File: src/hdl/ipd_pkg.sv
// ----------------------------------------------------------------------------
// ipd_pkg
// Shared constants, types and helper functions of the pulse-distance IR
// decoder: field widths, register codes, match windows and result codes.
// ----------------------------------------------------------------------------
package ipd_pkg;

  // Timing base and input width
  localparam int TICK_US       = 50;
  localparam int DURATION_BITS = 16;
  localparam int DUR_IN_W      = 16;
  localparam int DUR_W         = (DURATION_BITS < DUR_IN_W) ? DURATION_BITS : DUR_IN_W;
  localparam int SCALE         = 100 * TICK_US;

  // Configuration port
  localparam int CFG_IDX_W  = 2;
  localparam int CFG_DATA_W = 8;
  localparam int TOL_W      = 6;
  localparam int EXC_W      = 8;

  localparam logic [CFG_IDX_W-1:0] CFG_FRAME_MODE  = 2'd0;
  localparam logic [CFG_IDX_W-1:0] CFG_TOLERANCE   = 2'd1;
  localparam logic [CFG_IDX_W-1:0] CFG_MARK_EXCESS = 2'd2;

  localparam logic             MODE_RST = 1'b0;
  localparam logic [TOL_W-1:0] TOL_RST  = 6'd25;
  localparam logic [EXC_W-1:0] EXC_RST  = 8'd100;

  // Nominal durations in microseconds
  localparam int NOM_HDR       = 5000;
  localparam int NOM_RPT       = 2250;
  localparam int NOM_ONE       = 1600;
  localparam int NOM_ZERO      = 560;
  localparam int NOM_SEP_LONG  = 4600;
  localparam int NOM_SEP_SHORT = 100;
  localparam int NOM_MAX       = 5000;

  // Bound arithmetic widths
  localparam int EXC_MAX     = (2 ** EXC_W) - 1;
  localparam int FAC_MAX     = 100 + (2 ** TOL_W) - 1;
  localparam int MAX_X       = (NOM_MAX + EXC_MAX) * FAC_MAX + SCALE;
  localparam int X_W         = $clog2(MAX_X + 1) + 1;
  localparam int MAG_W       = X_W - 1;
  localparam int BOUND_W     = $clog2(MAX_X / SCALE + 1);
  localparam int RECIP_SHIFT = 32;
  localparam longint RECIP   = (64'd1 << RECIP_SHIFT) / SCALE;
  localparam int PROD_W      = RECIP_SHIFT + BOUND_W + 1;
  localparam int CMP_W       = (DUR_W > BOUND_W) ? DUR_W : BOUND_W;

  // Match windows
  localparam int NUM_WIN  = 8;
  localparam int WIN_W    = $clog2(NUM_WIN);
  localparam int NUM_JOBS = 2 * NUM_WIN;
  localparam int JOB_W    = WIN_W + 1;

  localparam logic [WIN_W-1:0] WIN_HDR_MARK  = WIN_W'(0);
  localparam logic [WIN_W-1:0] WIN_BIT_MARK  = WIN_W'(1);
  localparam logic [WIN_W-1:0] WIN_HDR_SPACE = WIN_W'(2);
  localparam logic [WIN_W-1:0] WIN_RPT_SPACE = WIN_W'(3);
  localparam logic [WIN_W-1:0] WIN_ONE_SPACE = WIN_W'(4);
  localparam logic [WIN_W-1:0] WIN_ZRO_SPACE = WIN_W'(5);
  localparam logic [WIN_W-1:0] WIN_SEP_LONG  = WIN_W'(6);
  localparam logic [WIN_W-1:0] WIN_SEP_SHORT = WIN_W'(7);

  // Capture state
  localparam int IDX_W   = 7;
  localparam int BITS_W  = 6;
  localparam int MAIN_W  = 32;
  localparam int EXTRA_W = 4;
  localparam logic [IDX_W-1:0]  IDX_MAX   = 7'd127;
  localparam logic [BITS_W-1:0] TARGET_32 = 6'd32;
  localparam logic [BITS_W-1:0] TARGET_36 = 6'd36;

  // Result codes
  localparam int STATUS_W = 2;
  localparam logic [STATUS_W-1:0] ST_DECODED  = 2'd0;
  localparam logic [STATUS_W-1:0] ST_REPEAT   = 2'd1;
  localparam logic [STATUS_W-1:0] ST_NO_MATCH = 2'd2;

  // One tick window: lo..hi inclusive, empty when no tick count can match
  typedef struct packed {
    logic [BOUND_W-1:0] lo;
    logic [BOUND_W-1:0] hi;
    logic               empty;
  } win_t;

  typedef struct packed {
    logic [STATUS_W-1:0] status;
    logic [BITS_W-1:0]   bit_count;
    logic [MAIN_W-1:0]   value_main;
    logic [EXTRA_W-1:0]  value_extra;
  } res_t;

  function automatic int win_nominal(input logic [WIN_W-1:0] w);
    int us;
    case (w)
      WIN_HDR_MARK:  us = NOM_HDR;
      WIN_BIT_MARK:  us = NOM_ZERO;
      WIN_HDR_SPACE: us = NOM_HDR;
      WIN_RPT_SPACE: us = NOM_RPT;
      WIN_ONE_SPACE: us = NOM_ONE;
      WIN_ZRO_SPACE: us = NOM_ZERO;
      WIN_SEP_LONG:  us = NOM_SEP_LONG;
      default:       us = NOM_SEP_SHORT;
    endcase
    return us;
  endfunction

  function automatic logic win_is_mark(input logic [WIN_W-1:0] w);
    return (w == WIN_HDR_MARK) || (w == WIN_BIT_MARK);
  endfunction

endpackage

File: src/hdl/ipd_ifs.sv
// ----------------------------------------------------------------------------
// ipd_ifs
// Valid/ready channels of the IR decoder: capture entries in, status out.
// ----------------------------------------------------------------------------
interface ipd_in_if;
  logic                          valid;
  logic                          ready;
  logic [ipd_pkg::DUR_IN_W-1:0]  duration_ticks;
  logic                          frame_start;
  logic                          frame_end;

  modport source (output valid, duration_ticks, frame_start, frame_end, input ready);
  modport sink   (input valid, duration_ticks, frame_start, frame_end, output ready);
endinterface

interface ipd_out_if;
  logic                          valid;
  logic                          ready;
  logic [ipd_pkg::STATUS_W-1:0]  status;
  logic [ipd_pkg::BITS_W-1:0]    bit_count;
  logic [ipd_pkg::MAIN_W-1:0]    value_main;
  logic [ipd_pkg::EXTRA_W-1:0]   value_extra;

  modport source (output valid, status, bit_count, value_main, value_extra, input ready);
  modport sink   (input valid, status, bit_count, value_main, value_extra, output ready);
endinterface

File: src/hdl/ipd_cfg_bounds.sv
// ----------------------------------------------------------------------------
// ipd_cfg_bounds
// Configuration registers and the tick window table. After reset and after
// every register write, a three-step pipeline recomputes the lo/hi tick
// bounds of all windows, one bound per cycle, and holds busy meanwhile.
// ----------------------------------------------------------------------------
module ipd_cfg_bounds (
  input  logic                              clk,
  input  logic                              rst_n,
  input  logic                              cfg_we,
  input  logic [ipd_pkg::CFG_IDX_W-1:0]     cfg_index,
  input  logic [ipd_pkg::CFG_DATA_W-1:0]    cfg_wdata,
  output logic                              frame_mode,
  output ipd_pkg::win_t [ipd_pkg::NUM_WIN-1:0] bounds,
  output logic                              busy
);

  localparam int X_W   = ipd_pkg::X_W;
  localparam int MAG_W = ipd_pkg::MAG_W;
  localparam int BW    = ipd_pkg::BOUND_W;
  localparam int WW    = ipd_pkg::WIN_W;
  localparam int JW    = ipd_pkg::JOB_W;

  logic                       mode_r;
  logic [ipd_pkg::TOL_W-1:0]  tol_r;
  logic [ipd_pkg::EXC_W-1:0]  exc_r;
  logic [JW:0]                cnt_r;
  logic                       issue;
  logic [WW-1:0]              job_win;
  logic                       job_hi;

  logic signed [X_W-1:0]      us_x;
  logic signed [X_W-1:0]      fac_x;
  logic signed [X_W-1:0]      x_nxt;
  logic                       s0_vld_r;
  logic [WW-1:0]              s0_win_r;
  logic                       s0_hi_r;
  logic signed [X_W-1:0]      s0_x_r;

  logic [MAG_W-1:0]           mag_nxt;
  logic [ipd_pkg::PROD_W-1:0] prod;
  logic                       s1_vld_r;
  logic [WW-1:0]              s1_win_r;
  logic                       s1_hi_r;
  logic                       s1_neg_r;
  logic [MAG_W-1:0]           s1_mag_r;
  logic [BW-1:0]              s1_q0_r;

  logic [MAG_W:0]             rem;
  logic [BW-1:0]              q_fin;
  ipd_pkg::win_t              bnd_r [ipd_pkg::NUM_WIN];

  // Select the next bound job: window in the upper bits, lo/hi in bit 0
  assign issue   = (cnt_r != (JW+1)'(ipd_pkg::NUM_JOBS));
  assign job_win = cnt_r[JW-1:1];
  assign job_hi  = cnt_r[0];
  assign busy    = issue || s0_vld_r || s1_vld_r;

  // Step 0: signed microsecond target times percent factor, plus scale for hi
  always_comb begin
    if (ipd_pkg::win_is_mark(job_win)) begin
      us_x = X_W'(ipd_pkg::win_nominal(job_win)) + X_W'(exc_r);
    end else begin
      us_x = X_W'(ipd_pkg::win_nominal(job_win)) - X_W'(exc_r);
    end
    if (job_hi) begin
      fac_x = X_W'(100) + X_W'(tol_r);
      x_nxt = us_x * fac_x + X_W'(ipd_pkg::SCALE);
    end else begin
      fac_x = X_W'(100) - X_W'(tol_r);
      x_nxt = us_x * fac_x;
    end
  end

  // Step 1: magnitude and reciprocal estimate of magnitude / scale
  assign mag_nxt = s0_x_r[X_W-1] ? MAG_W'(-s0_x_r) : MAG_W'(s0_x_r);
  assign prod    = ipd_pkg::PROD_W'(mag_nxt) * ipd_pkg::PROD_W'(ipd_pkg::RECIP);

  // Step 2: correct the estimate by one where the remainder is too large
  assign rem   = (MAG_W+1)'(s1_mag_r) - (MAG_W+1)'(s1_q0_r) * (MAG_W+1)'(ipd_pkg::SCALE);
  assign q_fin = (rem >= (MAG_W+1)'(ipd_pkg::SCALE)) ? s1_q0_r + BW'(1) : s1_q0_r;

  // Control: config registers, job counter, stage valids
  always_ff @(posedge clk) begin
    if (!rst_n) begin
      mode_r   <= ipd_pkg::MODE_RST;
      tol_r    <= ipd_pkg::TOL_RST;
      exc_r    <= ipd_pkg::EXC_RST;
      cnt_r    <= '0;
      s0_vld_r <= 1'b0;
      s1_vld_r <= 1'b0;
    end else begin
      if (cfg_we) begin
        case (cfg_index)
          ipd_pkg::CFG_FRAME_MODE:  mode_r <= cfg_wdata[0];
          ipd_pkg::CFG_TOLERANCE:   tol_r  <= cfg_wdata[ipd_pkg::TOL_W-1:0];
          ipd_pkg::CFG_MARK_EXCESS: exc_r  <= cfg_wdata[ipd_pkg::EXC_W-1:0];
          default: ;
        endcase
        cnt_r <= '0;
      end else if (issue) begin
        cnt_r <= cnt_r + (JW+1)'(1);
      end
      s0_vld_r <= issue && !cfg_we;
      s1_vld_r <= s0_vld_r && !cfg_we;
    end
  end

  // Datapath: stage payloads and window table writes
  always_ff @(posedge clk) begin
    s0_win_r <= job_win;
    s0_hi_r  <= job_hi;
    s0_x_r   <= x_nxt;
    s1_win_r <= s0_win_r;
    s1_hi_r  <= s0_hi_r;
    s1_neg_r <= s0_x_r[X_W-1];
    s1_mag_r <= mag_nxt;
    s1_q0_r  <= prod[ipd_pkg::RECIP_SHIFT +: BW];
    if (s1_vld_r) begin
      if (s1_hi_r) begin
        bnd_r[s1_win_r].hi    <= s1_neg_r ? '0 : q_fin;
        bnd_r[s1_win_r].empty <= s1_neg_r && (q_fin != '0);
      end else begin
        bnd_r[s1_win_r].lo    <= s1_neg_r ? '0 : q_fin;
      end
    end
  end

  always_comb begin
    for (int w = 0; w < ipd_pkg::NUM_WIN; w++) begin
      bounds[w] = bnd_r[w];
    end
  end

  assign frame_mode = mode_r;

  // A register write always restarts the table pass
  a_cfg_restarts: assert property (@(posedge clk) disable iff (!rst_n)
    cfg_we |=> busy)
    else $error("table pass not restarted after register write");

endmodule

File: src/hdl/ipd_frame_decode.sv
// ----------------------------------------------------------------------------
// ipd_frame_decode
// Input register, capture state update and result register. Each entry is
// matched against the window table and folded into the capture state in
// one step; the entry that ends a capture loads the status register.
// ----------------------------------------------------------------------------
module ipd_frame_decode (
  input  logic                                 clk,
  input  logic                                 rst_n,
  input  logic                                 frame_mode,
  input  ipd_pkg::win_t [ipd_pkg::NUM_WIN-1:0] bounds,
  input  logic                                 busy,
  ipd_in_if.sink                               in_ch,
  ipd_out_if.source                            out_ch
);

  localparam int IW = ipd_pkg::IDX_W;
  localparam int BT = ipd_pkg::BITS_W;
  localparam int CW = ipd_pkg::CMP_W;

  // Input register
  logic                      in_vld_r;
  logic [ipd_pkg::DUR_W-1:0] dur_r;
  logic                      start_r;
  logic                      end_r;
  logic                      adv;
  logic                      in_rdy;

  // Capture state
  logic [IW-1:0]               eidx_r, eidx_nxt;
  logic [BT-1:0]               bits_r, bits_nxt;
  logic [ipd_pkg::MAIN_W-1:0]  main_r, main_nxt;
  logic [ipd_pkg::EXTRA_W-1:0] extra_r, extra_nxt;
  logic                        mis_r, mis_nxt;
  logic                        hdr_r, hdr_nxt;
  logic                        rpt_r, rpt_nxt;

  // Working values
  logic [CW-1:0]               dur_c;
  logic [ipd_pkg::NUM_WIN-1:0] hit;
  logic [BT-1:0]               target;
  logic [IW-1:0]               idx;
  logic                        push;
  logic                        push_val;

  // Result register
  logic          out_vld_r, out_vld_nxt;
  ipd_pkg::res_t res_r, res_nxt;

  // Advance the held entry unless it would overwrite an untaken result
  assign adv    = in_vld_r && (!end_r || !out_vld_r || out_ch.ready);
  assign in_rdy = !busy && (!in_vld_r || adv);
  assign in_ch.ready = in_rdy;

  // Window hits on the held duration
  assign dur_c = CW'(dur_r);
  always_comb begin
    for (int w = 0; w < ipd_pkg::NUM_WIN; w++) begin
      hit[w] = (dur_c >= CW'(bounds[w].lo)) && (dur_c <= CW'(bounds[w].hi)) &&
               !bounds[w].empty;
    end
  end

  assign target = frame_mode ? ipd_pkg::TARGET_36 : ipd_pkg::TARGET_32;

  // Fold one entry into the capture state and build the result
  always_comb begin
    eidx_nxt    = eidx_r;
    bits_nxt    = bits_r;
    main_nxt    = main_r;
    extra_nxt   = extra_r;
    mis_nxt     = mis_r;
    hdr_nxt     = hdr_r;
    rpt_nxt     = rpt_r;
    out_vld_nxt = out_vld_r && !out_ch.ready;
    res_nxt     = res_r;
    push        = 1'b0;
    push_val    = 1'b0;
    idx         = eidx_r;

    if (adv) begin
      // drop the old capture on a start entry
      if (start_r) begin
        eidx_nxt  = '0;
        bits_nxt  = '0;
        main_nxt  = '0;
        extra_nxt = '0;
        mis_nxt   = 1'b0;
        hdr_nxt   = 1'b0;
        rpt_nxt   = 1'b0;
      end
      idx = eidx_nxt;
      if (eidx_nxt != ipd_pkg::IDX_MAX) begin
        eidx_nxt = eidx_nxt + IW'(1);
      end

      if (idx == IW'(1)) begin
        if (!hit[ipd_pkg::WIN_HDR_MARK]) begin
          mis_nxt = 1'b1;
        end
      end else if (idx == IW'(2)) begin
        hdr_nxt = hit[ipd_pkg::WIN_HDR_SPACE];
        rpt_nxt = hit[ipd_pkg::WIN_RPT_SPACE];
      end else if (idx >= IW'(3)) begin
        if (idx == IW'(3)) begin
          rpt_nxt = rpt_nxt && hit[ipd_pkg::WIN_BIT_MARK];
        end
        if (!mis_nxt && (bits_nxt < target)) begin
          if (idx == ipd_pkg::IDX_MAX) begin
            mis_nxt = 1'b1;
          end else if (idx[0]) begin
            if (!hit[ipd_pkg::WIN_BIT_MARK]) begin
              mis_nxt = 1'b1;
            end
          end else if (hit[ipd_pkg::WIN_ONE_SPACE]) begin
            push     = 1'b1;
            push_val = 1'b1;
          end else if (hit[ipd_pkg::WIN_ZRO_SPACE]) begin
            push     = 1'b1;
          end else if (frame_mode && (hit[ipd_pkg::WIN_SEP_LONG] ||
                                      hit[ipd_pkg::WIN_SEP_SHORT])) begin
            // separator space: no bit
          end else begin
            mis_nxt = 1'b1;
          end
        end
      end

      // shift the bit into the main word, then into the extra nibble
      if (push) begin
        if (bits_nxt < ipd_pkg::TARGET_32) begin
          main_nxt = {main_nxt[ipd_pkg::MAIN_W-2:0], push_val};
        end else begin
          extra_nxt = {extra_nxt[ipd_pkg::EXTRA_W-2:0], push_val};
        end
        bits_nxt = bits_nxt + BT'(1);
      end

      // on the last entry, load the result and clear the capture
      if (end_r) begin
        out_vld_nxt         = 1'b1;
        res_nxt.status      = ipd_pkg::ST_NO_MATCH;
        res_nxt.bit_count   = '0;
        res_nxt.value_main  = '0;
        res_nxt.value_extra = '0;
        if (!frame_mode && (eidx_nxt == IW'(4)) && !mis_nxt && rpt_nxt) begin
          res_nxt.status     = ipd_pkg::ST_REPEAT;
          res_nxt.value_main = '1;
        end else if ((eidx_nxt >= IW'({target, 1'b0}) + IW'(4)) && !mis_nxt &&
                     hdr_nxt && (bits_nxt == target)) begin
          res_nxt.status      = ipd_pkg::ST_DECODED;
          res_nxt.bit_count   = target;
          res_nxt.value_main  = main_nxt;
          res_nxt.value_extra = frame_mode ? extra_nxt : '0;
        end
        eidx_nxt  = '0;
        bits_nxt  = '0;
        main_nxt  = '0;
        extra_nxt = '0;
        mis_nxt   = 1'b0;
        hdr_nxt   = 1'b0;
        rpt_nxt   = 1'b0;
      end
    end
  end

  // Control registers
  always_ff @(posedge clk) begin
    if (!rst_n) begin
      in_vld_r  <= 1'b0;
      out_vld_r <= 1'b0;
      eidx_r    <= '0;
      bits_r    <= '0;
      main_r    <= '0;
      extra_r   <= '0;
      mis_r     <= 1'b0;
      hdr_r     <= 1'b0;
      rpt_r     <= 1'b0;
    end else begin
      if (in_ch.valid && in_rdy) begin
        in_vld_r <= 1'b1;
      end else if (adv) begin
        in_vld_r <= 1'b0;
      end
      out_vld_r <= out_vld_nxt;
      eidx_r    <= eidx_nxt;
      bits_r    <= bits_nxt;
      main_r    <= main_nxt;
      extra_r   <= extra_nxt;
      mis_r     <= mis_nxt;
      hdr_r     <= hdr_nxt;
      rpt_r     <= rpt_nxt;
    end
  end

  // Payload registers: hold the request until it advances
  always_ff @(posedge clk) begin
    if (in_ch.valid && in_rdy) begin
      dur_r   <= in_ch.duration_ticks[ipd_pkg::DUR_W-1:0];
      start_r <= in_ch.frame_start;
      end_r   <= in_ch.frame_end;
    end
    res_r <= res_nxt;
  end

  assign out_ch.valid       = out_vld_r;
  assign out_ch.status      = res_r.status;
  assign out_ch.bit_count   = res_r.bit_count;
  assign out_ch.value_main  = res_r.value_main;
  assign out_ch.value_extra = res_r.value_extra;

  a_decoded_count: assert property (@(posedge clk) disable iff (!rst_n)
    out_vld_r && (res_r.status == ipd_pkg::ST_DECODED) |->
      (res_r.bit_count == ipd_pkg::TARGET_32) || (res_r.bit_count == ipd_pkg::TARGET_36))
    else $error("decoded frame with odd bit count");

  a_fail_clean: assert property (@(posedge clk) disable iff (!rst_n)
    out_vld_r && (res_r.status != ipd_pkg::ST_DECODED) |->
      (res_r.bit_count == '0) && (res_r.value_extra == '0))
    else $error("non-decoded result carries bits");

  a_end_gives_result: assert property (@(posedge clk) disable iff (!rst_n)
    adv && end_r |=> out_vld_r)
    else $error("end entry did not load a result");

  a_bits_bounded: assert property (@(posedge clk) disable iff (!rst_n)
    bits_r <= ipd_pkg::TARGET_36)
    else $error("bit counter ran past frame length");

endmodule

File: src/hdl/ir_pulse_distance_decoder.sv
// ----------------------------------------------------------------------------
// ir_pulse_distance_decoder
// Pulse-distance IR remote decoder for 32-bit frames with repeat code and
// 36-bit frames with separators; one captured duration per request.
// ----------------------------------------------------------------------------
//  channel  | dir | handshake        | payload
//  ---------+-----+------------------+-----------------------------------------
//  in_ch    | in  | valid/ready      | duration_ticks, frame_start, frame_end
//  out_ch   | out | valid/ready      | status, bit_count, value_main, value_extra
//  cfg_*    | in  | cfg_we           | cfg_index, cfg_wdata (write only)
//
//  One request per cycle while the table is not rebuilt and no result stalls;
//  a result passes the input register, then the result register.
//  After reset and after every config write, the window table is rebuilt
//  one bound per cycle through a three-step divide pipeline; ready stays
//  low meanwhile.
//  A stalled result register holds only the entry that ends a capture; other
//  entries keep flowing.
// ----------------------------------------------------------------------------
module ir_pulse_distance_decoder (
  input  logic                           clk,
  input  logic                           rst_n,
  ipd_in_if.sink                         in_ch,
  ipd_out_if.source                      out_ch,
  input  logic                           cfg_we,
  input  logic [ipd_pkg::CFG_IDX_W-1:0]  cfg_index,
  input  logic [ipd_pkg::CFG_DATA_W-1:0] cfg_wdata
);

  logic                                 frame_mode;
  logic                                 busy;
  ipd_pkg::win_t [ipd_pkg::NUM_WIN-1:0] bounds;

  // Config registers and window table
  ipd_cfg_bounds u_bounds (
    .clk        (clk),
    .rst_n      (rst_n),
    .cfg_we     (cfg_we),
    .cfg_index  (cfg_index),
    .cfg_wdata  (cfg_wdata),
    .frame_mode (frame_mode),
    .bounds     (bounds),
    .busy       (busy)
  );

  // Per-entry decode
  ipd_frame_decode u_decode (
    .clk        (clk),
    .rst_n      (rst_n),
    .frame_mode (frame_mode),
    .bounds     (bounds),
    .busy       (busy),
    .in_ch      (in_ch),
    .out_ch     (out_ch)
  );

endmodule

File: src/flat_wrapper.sv
// flat-port wrapper written by rule: the top's interface ports become plain ports
module ir_pulse_distance_decoder_flat 
  (clk, rst_n, cfg_we, cfg_index, cfg_wdata, in_ch_valid, in_ch_duration_ticks, in_ch_frame_start, in_ch_frame_end, in_ch_ready, out_ch_valid, out_ch_status, out_ch_bit_count, out_ch_value_main, out_ch_value_extra, out_ch_ready);
  ipd_in_if in_ch_i ();
  ipd_out_if out_ch_i ();
  input  logic clk;
  input  logic rst_n;
  input  logic cfg_we;
  input  logic [ipd_pkg::CFG_IDX_W-1:0] cfg_index;
  input  logic [ipd_pkg::CFG_DATA_W-1:0] cfg_wdata;
  input wire logic [$bits(in_ch_i.valid)-1:0] in_ch_valid;
  input wire logic [$bits(in_ch_i.duration_ticks)-1:0] in_ch_duration_ticks;
  input wire logic [$bits(in_ch_i.frame_start)-1:0] in_ch_frame_start;
  input wire logic [$bits(in_ch_i.frame_end)-1:0] in_ch_frame_end;
  output wire logic [$bits(in_ch_i.ready)-1:0] in_ch_ready;
  output wire logic [$bits(out_ch_i.valid)-1:0] out_ch_valid;
  output wire logic [$bits(out_ch_i.status)-1:0] out_ch_status;
  output wire logic [$bits(out_ch_i.bit_count)-1:0] out_ch_bit_count;
  output wire logic [$bits(out_ch_i.value_main)-1:0] out_ch_value_main;
  output wire logic [$bits(out_ch_i.value_extra)-1:0] out_ch_value_extra;
  input wire logic [$bits(out_ch_i.ready)-1:0] out_ch_ready;
  assign in_ch_i.valid = in_ch_valid;
  assign in_ch_i.duration_ticks = in_ch_duration_ticks;
  assign in_ch_i.frame_start = in_ch_frame_start;
  assign in_ch_i.frame_end = in_ch_frame_end;
  assign in_ch_ready = in_ch_i.ready;
  assign out_ch_valid = out_ch_i.valid;
  assign out_ch_status = out_ch_i.status;
  assign out_ch_bit_count = out_ch_i.bit_count;
  assign out_ch_value_main = out_ch_i.value_main;
  assign out_ch_value_extra = out_ch_i.value_extra;
  assign out_ch_i.ready = out_ch_ready;
  ir_pulse_distance_decoder u_core (.clk(clk), .rst_n(rst_n), .in_ch(in_ch_i), .out_ch(out_ch_i), .cfg_we(cfg_we), .cfg_index(cfg_index), .cfg_wdata(cfg_wdata));
endmodule
File: config.mk
export PLATFORM = sky130hd
export DESIGN_NAME = ir_pulse_distance_decoder_flat
export DESIGN_NICKNAME = d
export VERILOG_FILES = /design/src/hdl/ipd_pkg.sv /design/src/hdl/ipd_ifs.sv /design/src/hdl/ipd_cfg_bounds.sv /design/src/hdl/ipd_frame_decode.sv /design/src/hdl/ir_pulse_distance_decoder.sv /design/src/flat_wrapper.sv
export SDC_FILE = /design/constraint.sdc
export NUM_CORES = 2
export LEC_CHECK = 0
export ABC_AREA = 1
export BUFFER_PORTS_ARGS = -buffer_cell sky130_fd_sc_hd__buf_4
export CAP_MARGIN = 20
export CORE_MARGIN = 10
export CORE_UTILIZATION = 55
export DETAILED_ROUTE_END_ITERATION = 7
export GPL_ROUTABILITY_DRIVEN = 0
export GPL_TIMING_DRIVEN = 0
export MAX_ROUTING_LAYER = met4
export PLACE_DENSITY = 0.8
export SYNTH_ARGS = -nofsm -noshare
export SYNTH_HDL_FRONTEND = slang
export SYNTH_HIERARCHICAL = 1
export SYNTH_SLANG_ARGS = --single-unit
File: constraint.sdc
create_clock -name clk -period 6.4 [get_ports clk]
set_clock_uncertainty 0.05 [all_clocks]
set_input_delay 0.32 -clock clk [delete_from_list [all_inputs] [get_ports clk]]
set_output_delay 0.32 -clock clk [all_outputs]
set_load 0.02 [all_outputs]
==> results.json <==
{
  "drv_cap": 0,
  "synth_seq_cells": 325,
  "reg2regPathDepth": 30,
  "finalCriticalPeriod_ns": 7.11,
  "slew_viol_final": 0,
  "regArea_um2": 8480,
  "synth_area_leaders": "fa_1 19%, ha_1 18%, edfxtp_1 17%",
  "startpoint_type": "flop",
  "drt_iter0_markers": 2638,
  "grt_first_pass_wirelength_um": 143000,
  "clk_pin_slew_ns": 0.06,
  "arrival_ns": 7.51,
  "grt_usage_pct": 25.2,
  "synthDistinctLibCells": 58,
  "cts_buffers": 38,
  "clock-sinks": 325,
  "clk_latency_ns": 0.57,
  "viasPerCell": 5.65,
  "io_buffers": 74,
  "syn_to_final_growth_pct": 17.4,
  "n_fill_cell": 4357,
  "cp.required_ns": 6.80,
  "grt_overflow": 0,
  "die_w_um": 268,
  "die_area_um2": 72000,
  "clockRootBuffer": "clkbuf_16",
  "ant_nets": 0,
  "rsz0062_at_grt": "true",
  "core.rowCount": 90,
  "setup_viol": 20,
  "holdWs_ns": 0.0672,
  "setup_tns_ns": -10.35,
  "grt_max_degree": 28,
  "ys_seq_area_share_pct": 24.9,
  "synthArstFlopShare_pct": 0,
  "hpwl_um": 64600,
  "synth-edff-count": 194,
  "cts_buffer_depth": 3,
  "vias": 29030,
  "drt_pre_antenna_iters": 8,
  "cts_tree": "done",
  "hold_depth": 4,
  "hold_viol": 0,
  "cp_common_cell": "fa_1",
  "synthTopCellsByCount": "904 x inv_1, 738 x nand2_1, 490 x ha_1",
  "drt_wl_total_um": 93900,
  "synthFlopType": "edfxtp_1",
  "initial_core_util_pct": 55.9,
  "path_max_fanout": 3,
  "worst_pin_slew_ns": 1.08,
  "grt_pass1_vias": 28872,
  "synth_area_um2": 33900,
  "wl_per_cell_um": 18.3,
  "cp_slowest_cell": "fa_1",
  "violations": "DRC, setup timing",
  "synth_cells": 4067,
  "path_class": "flop to flop",
  "multi_input_area_um2": 23400,
  "period_share_pct": 111,
  "core_area_um2": 60700,
  "slew_headroom_pct": 27.6,
  "die-height_um": 268,
  "setup_slack_ns": -0.713,
  "hold_class": "primary input to flop",
  "nNetsFinal": 5177,
  "end_kind": "flop",
  "fmax_mhz": 141,
  "h-tree-depth": 2,
  "drcViolationCount": 10,
  "antenna_found_initial": 1,
  "synth_warnings": 6,
  "drive_above_1_share_pct": 14.4,
  "status": "finished with violations",
  "yosysTopAreaCellShare_pct": 19.2,
  "yosys.area.top_type": "fa_1",
  "synth_most_common_cell": "inv_1",
  "synth.avg_cell_area_um2": 8.34,
  "max_stage_delay_ns": 0.59,
  "boundaryPins": 79
}
stage by stage:
stage | cell area (um^2) | std cells | util, % | setup slack, ns
5_1_grt | 39800 | 5141 | 65.6 | -0.891
3_3_place_gp | 35800 | 4926 | 59.0 | -1.15
4_1_cts | 38900 | 5107 | 64.1 | -0.392
6_report | 39800 | 5141 | 65.6 | -0.713
3_5_place_dp | 36000 | 4935 | 59.2 | -1.20
2_1_floorplan | 34300 | 4070 | - | 0.00902
cell type report:
class,count,share of cell area [%]
multi-input combinational,2743,58.7
sequential,325,21.3
inverter,924,8.80
timing repair buffer,219,4.65
clock buffer,47,2.50
tap,782,2.46
buffer,77,1.06
clock inverter,23,0.575
antenna,1,0.00628
final timing paths:
check	startpoint	end	slack, ns
max	u_core/u_bounds/s0_x_r[0]$_DFF_P_	u_core/u_bounds/s1_q0_r[2]$_DFF_P_	-0.71
min	cfg_we	u_core/u_bounds/cnt_r[0]$_SDFFE_PP0P_	0.07
max reg2reg	u_core/u_bounds/s0_x_r[0]$_DFF_P_	u_core/u_bounds/s1_q0_r[2]$_DFF_P_	-0.71
min reg2reg	u_core/u_bounds/s0_hi_r$_DFF_P_	u_core/u_bounds/s1_hi_r$_DFF_P_	0.27
worst max-delay path, delay by kind of cell (launching register included):
| family | cells | cell delay (ns) |
|---|---|---|
| simple gates | 5 | 0.62 |
| buf+inv | 9 | 0.81 |
| flops | 1 | 0.35 |
| compound gates | 5 | 1.01 |
| xor+xnor | 2 | 0.36 |
| fa+ha+maj | 9 | 3.82 |
state kept, by name, summed over array words and instances, names as in the netlist, 2 cells and up:
| signal | cells |
|---|---|
| u_core/u_bounds/bnd_r | 136 |
| u_core/u_decode/main_r | 32 |
| u_core/u_decode/out_ch.value_main | 32 |
| u_core/u_bounds/s0_x_r | 21 |
| u_core/u_bounds/s1_mag_r | 17 |
| u_core/u_decode/dur_c | 16 |
| u_core/u_bounds/exc_r | 8 |
| u_core/u_bounds/s1_q0_r | 8 |
| u_core/u_decode/eidx_r | 7 |
| u_core/u_bounds/tol_r | 6 |
| u_core/u_decode/bits_r | 6 |
| u_core/u_bounds/cnt_r | 5 |
| u_core/u_decode/extra_r | 4 |
| u_core/u_decode/out_ch.value_extra | 4 |
| u_core/u_bounds/s0_win_r | 3 |
| u_core/u_bounds/s1_win_r | 3 |
| u_core/u_decode/out_ch.bit_count | 2 |
| u_core/u_decode/out_ch.status | 2 |
per-layer routing:
metal  global-route usage, %  up-vias  wire length (um)
met5                       -        -                 0
met4                    10.1        0              4780
met3                    3.59      436              7480
met2                    42.6     1489             46100
met1                    30.1    13812             35500
li1                        -    13293                 -
cells in the final DEF, fill, tap and decap left out, drive strengths merged, types with 24 or more instances in the layout:
master         n
o21ai        176
xor2          50
nor2         358
nand3        167
clkinv        24
fa           326
dlygate4sd3   29
a21oi        232
clkbuf       104
buf          210
xnor2         24
nand2        766
dfxtp        131
inv          920
ha           490
edfxtp       194
nand4         29
kinds of logic (layout without fill, tap and decap cells):
family / Yosys count / count (layout) / synth area share [%]
compound gates: 467 / 467 / 7.40
other cells: 1 / 5 / 0.0111
xor+xnor: 74 / 74 / 1.91
buf+inv: 1002 / 1290 / 11.3
fa+ha+maj: 816 / 816 / 37.3
flops: 325 / 325 / 24.9
simple gates: 1382 / 1382 / 17.2
repair_timing:
item / CTS / global route
hold buffers: 29 / 0
endpoints found under the setup margin: 130 / 141
setup buffers: 76 / 43
hold endpoints to repair: 29 / 0
pin swaps: 103 / 128
gates resized for setup: 195 / 185
Power is not shown: default switching activity piles up to over one toggle a cycle in this logic, so the estimate is an artifact.
